`src/rtl/core/bfa_pkg.sv`:
```
// ----------------------------------------------------------------------------
// bfa_pkg
// Types, codes and helper functions of the bitmap frame allocator.
// ----------------------------------------------------------------------------
package bfa_pkg;

    localparam int MAX_FRAMES  = 32768;
    localparam int FRAME_SHIFT = 12;
    localparam int WORD_BITS   = 32;
    localparam int LOG_WB      = $clog2(WORD_BITS);
    localparam int ADDR_OUT_W  = 27;
    localparam int CFG_W       = 16;
    localparam int CFG_IDX_W   = 2;

    localparam logic [CFG_IDX_W-1:0] CFG_TOTAL    = 2'd0;
    localparam logic [CFG_IDX_W-1:0] CFG_RESERVED = 2'd1;

    localparam logic [CFG_W-1:0] TOTAL_RST    = 16'd32768;
    localparam logic [CFG_W-1:0] RESERVED_RST = 16'd512;

    localparam logic [1:0] ST_OK      = 2'd0;
    localparam logic [1:0] ST_NO_FREE = 2'd1;
    localparam logic [1:0] ST_RANGE   = 2'd2;

    typedef enum logic [1:0] {
        OP_ALLOC = 2'd0,
        OP_FREE  = 2'd1,
        OP_TEST  = 2'd2,
        OP_INIT  = 2'd3
    } t_op;

    typedef struct packed {
        t_op         op;
        logic [31:0] frame_addr;
    } t_req;

    typedef struct packed {
        logic [1:0]            status;
        logic [ADDR_OUT_W-1:0] alloc_addr;
        logic                  occupied;
    } t_rsp;

    // bits below n set
    function automatic logic [WORD_BITS-1:0] low_mask(input logic [LOG_WB:0] n);
        logic [WORD_BITS-1:0] m;
        for (int j = 0; j < WORD_BITS; j++) begin
            m[j] = (j < int'(n));
        end
        return m;
    endfunction

    // position of the lowest clear bit
    function automatic logic [LOG_WB-1:0] first_zero(input logic [WORD_BITS-1:0] w);
        logic [WORD_BITS-1:0] f;
        logic [WORD_BITS-1:0] l;
        logic [LOG_WB-1:0]    p;
        f = ~w;
        l = f & (~f + WORD_BITS'(1));
        p = '0;
        for (int b = 0; b < LOG_WB; b++) begin
            for (int j = 0; j < WORD_BITS; j++) begin
                if (((j >> b) & 1) == 1) begin
                    p[b] = p[b] | l[j];
                end
            end
        end
        return p;
    endfunction

endpackage

```
`src/rtl/core/bfa_ctrl.sv`:
```
// ----------------------------------------------------------------------------
// bfa_ctrl
// Request sequencer: bitmap sweep, first-fit scan and read-modify-write.
// ----------------------------------------------------------------------------
module bfa_ctrl #(
    parameter int MAX_FRAMES  = bfa_pkg::MAX_FRAMES,
    parameter int FRAME_SHIFT = bfa_pkg::FRAME_SHIFT,
    localparam int WB     = bfa_pkg::WORD_BITS,
    localparam int LOG_WB = bfa_pkg::LOG_WB,
    localparam int NWORDS = (MAX_FRAMES + WB - 1) / WB,
    localparam int ADDR_W = (NWORDS > 1) ? $clog2(NWORDS) : 1,
    localparam int LIM_W  = $clog2(MAX_FRAMES + 1)
) (
    input  logic              i_clk,
    input  logic              i_rst_n,
    input  logic              i_start,
    input  bfa_pkg::t_req     i_req,
    input  logic [LIM_W-1:0]  i_lim,
    input  logic [LIM_W-1:0]  i_rsv,
    output logic              o_busy,
    output logic              o_done,
    output bfa_pkg::t_rsp     o_rsp,
    output logic              o_ram_we,
    output logic [ADDR_W-1:0] o_ram_waddr,
    output logic [WB-1:0]     o_ram_wdata,
    output logic              o_ram_re,
    output logic [ADDR_W-1:0] o_ram_raddr,
    input  logic [WB-1:0]     i_ram_rdata
);

    localparam int CNT_W = $clog2(NWORDS + 1);
    localparam int IDX_W = 32 - FRAME_SHIFT;
    localparam int AW    = ADDR_W + LOG_WB + FRAME_SHIFT + bfa_pkg::ADDR_OUT_W;

    typedef enum logic [2:0] {
        S_FILL,
        S_IDLE,
        S_READ,
        S_MOD,
        S_SCAN
    } t_state;

    t_state              r_state;
    bfa_pkg::t_op        r_op;
    logic                r_init;
    logic [CNT_W-1:0]    r_word;
    logic [CNT_W-1:0]    r_chk;
    logic                r_have;
    logic [LOG_WB-1:0]   r_bit;
    logic                r_done;
    bfa_pkg::t_rsp       r_rsp;

    logic [IDX_W-1:0]    req_idx;
    logic                in_range;
    int                  last_w;
    logic [LOG_WB:0]     scan_n;
    logic [WB-1:0]       free_bits;
    logic                found;
    logic [LOG_WB-1:0]   fz_bit;
    logic [WB-1:0]       fz_one;
    logic [AW-1:0]       found_addr;
    logic [LOG_WB:0]     fill_n;
    int                  full_w;
    logic                accept;

    assign accept   = i_start && (r_state == S_IDLE);
    assign req_idx  = i_req.frame_addr[31:FRAME_SHIFT];
    assign in_range = (int'(req_idx) < int'(i_lim));
    assign last_w   = (int'(i_lim) - 1) >>> LOG_WB;

    always_comb begin
        if ((int'(r_chk) == last_w) && (i_lim[LOG_WB-1:0] != '0)) begin
            scan_n = {1'b0, i_lim[LOG_WB-1:0]};
        end else begin
            scan_n = (LOG_WB+1)'(WB);
        end
    end

    assign free_bits  = ~i_ram_rdata & bfa_pkg::low_mask(scan_n);
    assign found      = |free_bits;
    assign fz_bit     = bfa_pkg::first_zero(~free_bits);
    assign fz_one     = WB'(1) << fz_bit;
    assign found_addr = AW'({r_chk[ADDR_W-1:0], fz_bit}) << FRAME_SHIFT;

    assign full_w = int'(i_rsv) >> LOG_WB;

    always_comb begin
        if (!r_init) begin
            fill_n = '0;
        end else if (int'(r_word) < full_w) begin
            fill_n = (LOG_WB+1)'(WB);
        end else if (int'(r_word) == full_w) begin
            fill_n = {1'b0, i_rsv[LOG_WB-1:0]};
        end else begin
            fill_n = '0;
        end
    end

    always_comb begin
        o_ram_we    = 1'b0;
        o_ram_waddr = r_word[ADDR_W-1:0];
        o_ram_wdata = bfa_pkg::low_mask(fill_n);
        o_ram_re    = 1'b0;
        o_ram_raddr = r_word[ADDR_W-1:0];
        unique case (r_state)
            S_FILL: begin
                o_ram_we = 1'b1;
            end
            S_READ: begin
                o_ram_re = 1'b1;
            end
            S_MOD: begin
                o_ram_we    = (r_op == bfa_pkg::OP_FREE);
                o_ram_wdata = i_ram_rdata & ~(WB'(1) << r_bit);
            end
            S_SCAN: begin
                o_ram_re    = (int'(r_word) <= last_w);
                o_ram_we    = r_have && found;
                o_ram_waddr = r_chk[ADDR_W-1:0];
                o_ram_wdata = i_ram_rdata | fz_one;
            end
            default: begin
            end
        endcase
    end

    always_ff @(posedge i_clk) begin
        if (!i_rst_n) begin
            r_state <= S_FILL;
            r_init  <= 1'b0;
            r_word  <= '0;
            r_have  <= 1'b0;
            r_done  <= 1'b0;
        end else begin
            r_done <= 1'b0;
            unique case (r_state)
                S_FILL: begin
                    r_word <= r_word + CNT_W'(1);
                    if (r_word == CNT_W'(NWORDS - 1)) begin
                        r_state <= S_IDLE;
                        if (r_init) begin
                            r_done            <= 1'b1;
                            r_rsp.status      <= bfa_pkg::ST_OK;
                            r_rsp.alloc_addr  <= '0;
                            r_rsp.occupied    <= 1'b0;
                        end
                    end
                end
                S_IDLE: begin
                    if (accept) begin
                        r_op   <= i_req.op;
                        r_bit  <= req_idx[LOG_WB-1:0];
                        r_have <= 1'b0;
                        r_rsp.alloc_addr <= '0;
                        r_rsp.occupied   <= 1'b0;
                        unique case (i_req.op)
                            bfa_pkg::OP_ALLOC: begin
                                r_word <= '0;
                                if (i_lim == '0) begin
                                    r_done       <= 1'b1;
                                    r_rsp.status <= bfa_pkg::ST_NO_FREE;
                                end else begin
                                    r_state <= S_SCAN;
                                end
                            end
                            bfa_pkg::OP_FREE, bfa_pkg::OP_TEST: begin
                                r_word <= CNT_W'(req_idx >> LOG_WB);
                                if (in_range) begin
                                    r_state <= S_READ;
                                end else begin
                                    r_done       <= 1'b1;
                                    r_rsp.status <= bfa_pkg::ST_RANGE;
                                end
                            end
                            bfa_pkg::OP_INIT: begin
                                r_word  <= '0;
                                r_init  <= 1'b1;
                                r_state <= S_FILL;
                            end
                            default: begin
                            end
                        endcase
                    end
                end
                S_READ: begin
                    r_state <= S_MOD;
                end
                S_MOD: begin
                    r_done         <= 1'b1;
                    r_rsp.status   <= bfa_pkg::ST_OK;
                    r_rsp.occupied <= (r_op == bfa_pkg::OP_TEST) && i_ram_rdata[r_bit];
                    r_state        <= S_IDLE;
                end
                S_SCAN: begin
                    r_have <= o_ram_re;
                    r_chk  <= r_word;
                    if (o_ram_re) begin
                        r_word <= r_word + CNT_W'(1);
                    end
                    if (r_have && found) begin
                        r_done           <= 1'b1;
                        r_rsp.status     <= bfa_pkg::ST_OK;
                        r_rsp.alloc_addr <= found_addr[bfa_pkg::ADDR_OUT_W-1:0];
                        r_state          <= S_IDLE;
                    end else if (r_have && (int'(r_chk) == last_w)) begin
                        r_done       <= 1'b1;
                        r_rsp.status <= bfa_pkg::ST_NO_FREE;
                        r_state      <= S_IDLE;
                    end
                end
                default: begin
                    r_state <= S_IDLE;
                end
            endcase
        end
    end

    assign o_busy = (r_state != S_IDLE);
    assign o_done = r_done;
    assign o_rsp  = r_rsp;

endmodule

```
`config.mk`:
```
export PLATFORM = sky130hd
export DESIGN_NAME = bfa_ctrl
export DESIGN_NICKNAME = d
export VERILOG_FILES = /design/src/rtl/core/bfa_pkg.sv /design/src/rtl/core/bfa_ctrl.sv
export SDC_FILE = /design/constraint.sdc
export NUM_CORES = 1
export LEC_CHECK = 0
export BUFFER_PORTS_ARGS = -buffer_cell sky130_fd_sc_hd__buf_2
export CAP_MARGIN = 15
export CORE_ASPECT_RATIO = 0.8
export CORE_UTILIZATION = 40
export CTS_CLUSTER_SIZE = 25
export DETAILED_ROUTE_END_ITERATION = 10
export HOLD_SLACK_MARGIN = 0.15
export PLACE_DENSITY_LB_ADDON = 0.3
export SLEW_MARGIN = 5
export SYNTH_ARGS = -nofsm -noshare
export SYNTH_HDL_FRONTEND = slang
export SYNTH_SLANG_ARGS = --single-unit
export TNS_END_PERCENT = 30
```
`constraint.sdc`:
```
create_clock -name i_clk -period 14.7 [get_ports i_clk]
set_input_delay 2.94 -clock i_clk [delete_from_list [all_inputs] [get_ports i_clk]]
set_output_delay 2.94 -clock i_clk [all_outputs]
set_load 0.03 [all_outputs]
```
Yosys cells after proc, flatten, opt, wreduce, memory -nomap -nowiden
Cells that the tools add are included.
- output and inout bits: 86
- word-level logic and storage cells: 262
- memory bits (writable): 0
- bits in registers: 65
- latch bits: 0
- ROM bits: 0
- bits of input ports: 101
- memories kept: 0
- eq/ne operators: 24
- bitwise operators: 84
- muxes and demuxes: 45
- $lt $le $gt $ge: 68
- $mul: 0
- reductions and logical operators: 25
- divide/modulo/power cells: 0
- shifts and indexed selects: 2
- $add $sub $neg: 3
- operators by type and width (cell ; number):
    5-bit by 6-bit less-than comparator with 1-bit output (first input constant) ; 32
    32-bit inverter ; 5
    32-bit AND ; 3
    4-bit by 6-bit less-than comparator with 1-bit output (first input constant) ; 16
    30-bit two-way mux ; 3
    27-bit case mux with 3 select lines ; 1
    1-bit OR ; 75
    32-bit case mux with 2 select lines ; 1
    1-bit by 5-bit << shifter with 32-bit output (first input constant) ; 2
    3-bit by 6-bit less-than comparator with 1-bit output (first input constant) ; 8
    11-bit case mux with 3 select lines ; 1
    32-bit by 1-bit adder with 32-bit output (second input constant) ; 1
    32-bit OR ; 1
    32-bit OR reduction ; 1
    27-bit two-way mux ; 1
    1-bit by 6-bit less-than comparator with 1-bit output (first input constant) ; 4
    2-bit by 6-bit less-than comparator with 1-bit output (first input constant) ; 4
    11-bit two-way mux ; 2
    11-bit case mux with 2 select lines ; 1
    20-bit by 16-bit less-than comparator with 1-bit output ; 1
    3-bit two-way mux ; 6
    6-bit two-way mux ; 3
    16-bit by 1-bit subtractor with 17-bit output (second input constant) ; 1
    16-bit logical NOT ; 1
    40 further kinds ; 77

Logic depth before layout (Yosys ltp)
- depth after elaboration: 29
- depth in mapped cells: 20
- mapped depth without buffers: 17

Worst setup path before layout
Ideal clock, no wire load.
- path kind: input to output
- start point: input port i_lim[0]
- end point: output port o_ram_wdata[16]
- arrival: 7070 ps
- stages on the path: 14
- path buffers: 2
- setup slack: 4690 ps
- required time: 11760 ps
- cells stage by stage: buf_2 -> or3_1 -> buf_6 -> o31ai_2 -> o211a_1 -> a41oi_2 -> nor4b_4 -> a31oi_1 -> o221a_1 -> or4_4 -> a31oi_1 -> o31ai_1 -> or4_4 -> o31ai_1
- word-level cells in the longest chain between the ends: 29
- elaborated cells between the ends (all ways): 121
- classes of those cells: add/sub (2); order compare (32); eq/ne (1); shift (1); mux (2); bitwise (81); reduce/logical (2)
- RTL lines (element ; RTL line ; RTL):
    start, declared ; bfa_ctrl.sv:18 ; input logic [LIM_W-1:0] i_lim,
    16-bit by 1-bit subtractor with 17-bit output ; bfa_ctrl.sv:69 ; assign last_w = (int'(i_lim) - 1) >>> LOG_WB;
    12-bit == test ; bfa_ctrl.sv:72 ; if ((int'(r_chk) == last_w) && (i_lim[LOG_WB-1:0] != '0)) begin
    1-bit logical AND ; bfa_ctrl.sv:72 ;
    6-bit two-way mux (*) ; bfa_ctrl.sv:72 ;
    1-bit by 6-bit less-than comparator with 1-bit output, or another cell as far along ; bfa_pkg.sv:47 ; m[j] = (j < int'(n));
    32-bit AND (*) ; bfa_ctrl.sv:79 ; assign free_bits = ~i_ram_rdata & bfa_pkg::low_mask(scan_n);
    32-bit inverter (*) ; bfa_ctrl.sv:81 ; assign fz_bit = bfa_pkg::first_zero(~free_bits);
    32-bit inverter (*) ; bfa_pkg.sv:57 ; f = ~w;
    32-bit inverter ; bfa_pkg.sv:58 ; l = f & (~f + WORD_BITS'(1));
    32-bit by 1-bit adder with 32-bit output ; bfa_pkg.sv:58 ;
    32-bit AND (*) ; bfa_pkg.sv:58 ;
    1-bit OR (15 in series) ; bfa_pkg.sv:63 ; p[b] = p[b] | l[j];
    1-bit by 5-bit << shifter with 32-bit output (*) ; bfa_ctrl.sv:82 ; assign fz_one = WB'(1) << fz_bit;
    32-bit OR (*) ; bfa_ctrl.sv:120 ; o_ram_wdata = i_ram_rdata | fz_one;
    32-bit case mux with 2 select lines (*) ; bfa_ctrl.sv:105 ; unique case (r_state)
    end, declared ; bfa_ctrl.sv:25 ; output logic [WB-1:0] o_ram_wdata,
Mark *: on every way between the ends. The rest lies on a longest branch, timed or not.

Worst setup path after layout
- start point: input port i_lim[4]
- end point: output port o_ram_wdata[24]
The elaborated chain is that of the path after synthesis.

==> results.txt <==
----------------------------------------------------
[STA]
  Worst slew margin relative to its limit ... 30.5%
  Count of final max-slew check failures ... 0
  Highest achievable clock rate ... 90.4 MHz
  Total Negative Setup Slacks ... 0 ps
  Ratio of final minimum period to clock period ... 75.2%
  Hold slack ... 542 ps
  Worst-margin pin slew ... 1030 ps
  Period minus WS final ... 11060 ps
  Setup repair after global routing missed its margin ... no
  Worst clock skew ... 8.50 ps
  Post-route worst setup slack ... 3640 ps
  Final setup viols ... 0
  Final hold viol count ... 0

[Setup path]
  Kind of critical path ... in2out
  Peak fanout along the critical path ... 27
  Worst r2r dst ... o_rsp[20]$_SDFFCE_PN0P_
  Register-to-register path setup slack ... 9740 ps
  Data required time at the worst endpoint ... 11760 ps
  Worst-case reg-to-reg path depth ... 12
  Reg2reg start ... r_chk[4]$_DFFE_PP_
  Critical path's most frequent cell ... a31oi_1
  Sequence of cells on the critical path ... buf_2 -> nor4_2 -> and3_1 -> nand2_1 -> a31oi_1 -> o21a_1 -> buf_4 -> a31oi_1 -> nor4_1 -> a31oi_1 -> o31a_1 -> or4_4 -> o31ai_1 -> buf_2
  Worst Setup Start Kind ... input pin
  Worst EP arrival ... 8120 ps
  Sort of element at the end of the critical path ... output pin
  Slowest cell delay on critical path ... 930 ps
  Slowest stage cell, crit path ... nor4_1

[Clock tree]
  Count of instances resized after the clock tree is built ... 0
  Buffers inserted during post-CTS setup optimization ... 0
  Number of buffers inserted by hold repair at cts ... 0
  Clock slew at reported path FFs ... 70 ps
  Insertion delay of the later-clocked pin in the worst-skew pair ... 310 ps
  Root Buffer Master ... clkbuf_16
  Number of H-tree branching levels ... 2
  Number of CTS-inserted buffers ... 5
  TritonCTS clock tree ... built
  CTS sink cnt ... 53
  Buffer levels on the longest clock path ... 2

[Power and ir drop]
  Reported leakage power ... 3.56 nW
  Cell area power density ... 49.1 nW/um^2
  Highest ir drop seen on vdd ... 43.5 uV
  Total design power ... 0.400 mW

[Synthesis]
  Proportion of netlist area held by the largest area contributor ... 15.1%
  Most used standard cell by instance count after synthesis ... nand2_1
  Number of enable-type register cells in the synthesized netlist ... 36
  Ranking of synthesized cells by instance count ... 106 x nand2_1, 84 x nor2_1, 66 x a21oi_1, 49 x o21ai_0, 46 x inv_1
  Count of mapped cells out of synthesis ... 962
  Number of flip-flops and latches in the synthesized netlist ... 53
  Post-synth ARST share ... 0%
  Share of synthesized area occupied by flip-flops and latches ... 19.9%
  Post-Syn Area ... 7160 um^2
  Largest cells by area after synthesis ... edfxtp_1 15%, ha_1 7.2%, nand2_1 5.6%, dfxtp_1 4.8%, a21oi_1 4.6%
  Count of yosys warnings during synthesis ... 0
  Most instantiated flip-flop cell in the synthesis netlist ... edfxtp_1
  Biggest area consumer among synthesized cells ... edfxtp_1
  Average footprint of a synthesized cell ... 7.44 um^2
  Number of distinct library cells after synthesis ... 85

[Global route]
  Leftover overflow at the end of global routing ... 0
  Initial antenna violation count ... 0
  Tot GR Track Use ... 30.3%
  Global-route wire length before repair ... 42100 um
  Vias in the first global route ... 7351
  Largest net degree at the start of global routing ... 28

[Floorplan]
  Total core area ... 17400 um^2
  Area of the die ... 18400 um^2
  Die boundary height ... 122 um
  Cell row count ... 43
  Boundary pin count ... 187
  Die Span X ... 152 um
  Starting Density ... 41.1%

[Detailed routing]
  Final routed DRC violation total ... 0
  Wirelength per Cell ... 22.0 um
  Via count ... 8471
  Starting DRC count in detailed routing ... 1119
  Routed WL ... 28700 um
  Number of detailed-routing iterations run before antenna repair ... 6
  Post-DR vias/cell ... 6.50
  Number of nets with antenna violations after detailed routing ... 0

[Place]
  Post-Place Setup Slack ... 3740 ps
  Count of buffers from port buffering ... 162
  HPWL after detailed placement ... 22600 um
  Global placer's final weighted congestion ... 0.990

[Cells and area]
  Net total in the final layout ... 1220
  Fraction of final layout cells with drive strength greater than 1 ... 21.1%
  Antenna cells ... 0
  Syn-to-layout area delta ... 13.9%

[Min path]
  Type of the tightest min-delay check ... reg2reg
  Worst hold endpoint ... r_have$_SDFFE_PN0P_
  Hold Path Depth ... 2
  Origin of the worst min-delay path ... r_have$_SDFFE_PN0P_

[Outcome]
  Outcome ... finished, final reports clean

[Flow run]
  Max-cap violations ... 0

----------------------------------------------------
==> through the flow <==
step / utilization, % / instances / cell area, um^2
2_1_floorplan: - / 973 / 7200
3_3_place_gp: 45.9 / 1296 / 7990
3_5_place_dp: 45.9 / 1296 / 7990
4_1_cts: 46.8 / 1304 / 8150
5_1_grt: 46.8 / 1304 / 8150
6_report: 46.8 / 1304 / 8150
==> registers in the layout (all words and copies together) (netlist names) <==
name and cells:
o_rsp 18, r_chk 11, r_word 11, r_bit 5, r_state 3, r_op 2, o_done 1, r_have 1
r_init 1
==> cells in the final DEF (no fill, tap or decap), types with 6 or more instances in the layout <==
master      n
nand4_1    17
edfxtp_1   36
nand3_1    41
a211oi_1    9
nand2b_1   16
and2_1      7
o22ai_1     7
a31oi_1    44
mux4_2     10
o31ai_1    28
nor3_1     18
a21o_1     23
nor2b_1    12
nand3b_1    6
nor4_1      9
xnor2_1    11
ha_1       41
a31o_2     14
buf_4      12
conb_1     12
a32oi_1    11
a41oi_1     6
buf_2     162
nand2_1   106
dfxtp_1    17
a21oi_1    66
and3_1     23
o21ai_0    49
inv_1      46
o21a_1     19
o211ai_1   13
nor2_1     84
==> power by group <==
group          total, mW  switching (mW)  internal (mW)  leakage [nW]
clock network      0.128          0.0626         0.0654        0.0767
logic              0.112          0.0734         0.0381          2.99
registers          0.160         0.00211          0.158         0.491
==> area by class of cell <==
type,count,area [um^2]
fill,1830,9280
clock buffer,5,125
tap,225,282
timing repair buffer,174,901
inverter,47,176
clock inverter,3,33.8
sequential,53,1420
multi-input combinational,797,5210
==> critical path, delay by kind of cell <==
kind / cells / cell delay, ps
compound gates: 6 / 1790
buf+inv: 3 / 750
simple gates: 5 / 2620
==> per-layer routing <==
layer / up-vias / track usage, % / part of all wire [%]
li1: 3875 / - / -
met1: 3909 / 46.0 / 44
met2: 634 / 41.3 / 39
met3: 53 / 7.94 / 15
met4: 0 / 7.92 / 2.1
met5: - / 0 / 0
==> worst max-delay path by stage <==
stage                  start               to  cells after the start
floorplan           i_lim[0]  o_ram_wdata[16]                     14
global placement    i_lim[4]  o_ram_wdata[25]                     14
detailed placement  i_lim[4]  o_ram_wdata[24]                     14
CTS                 i_lim[4]  o_ram_wdata[24]                     14
global route        i_lim[4]  o_ram_wdata[27]                     14
finish              i_lim[4]  o_ram_wdata[24]                     14
==> kinds of logic (layout without fill, tap and decap cells) <==
family / after synthesis / after routing / share of synthesized area, %
adder cells (fa/ha/maj): 41 / 41 / 7.17
flip-flops: 53 / 53 / 19.9
other: 1 / 12 / 0.0524
multiplexers: 14 / 14 / 3.76
AO/OA/AOI/OAI: 337 / 337 / 32.0
XOR/XNOR: 16 / 16 / 1.96
AND/OR/NAND/NOR: 377 / 377 / 27.2
buffers and inverters: 123 / 229 / 8.02
No activity file was read; power rests on OpenSTA's default activity.
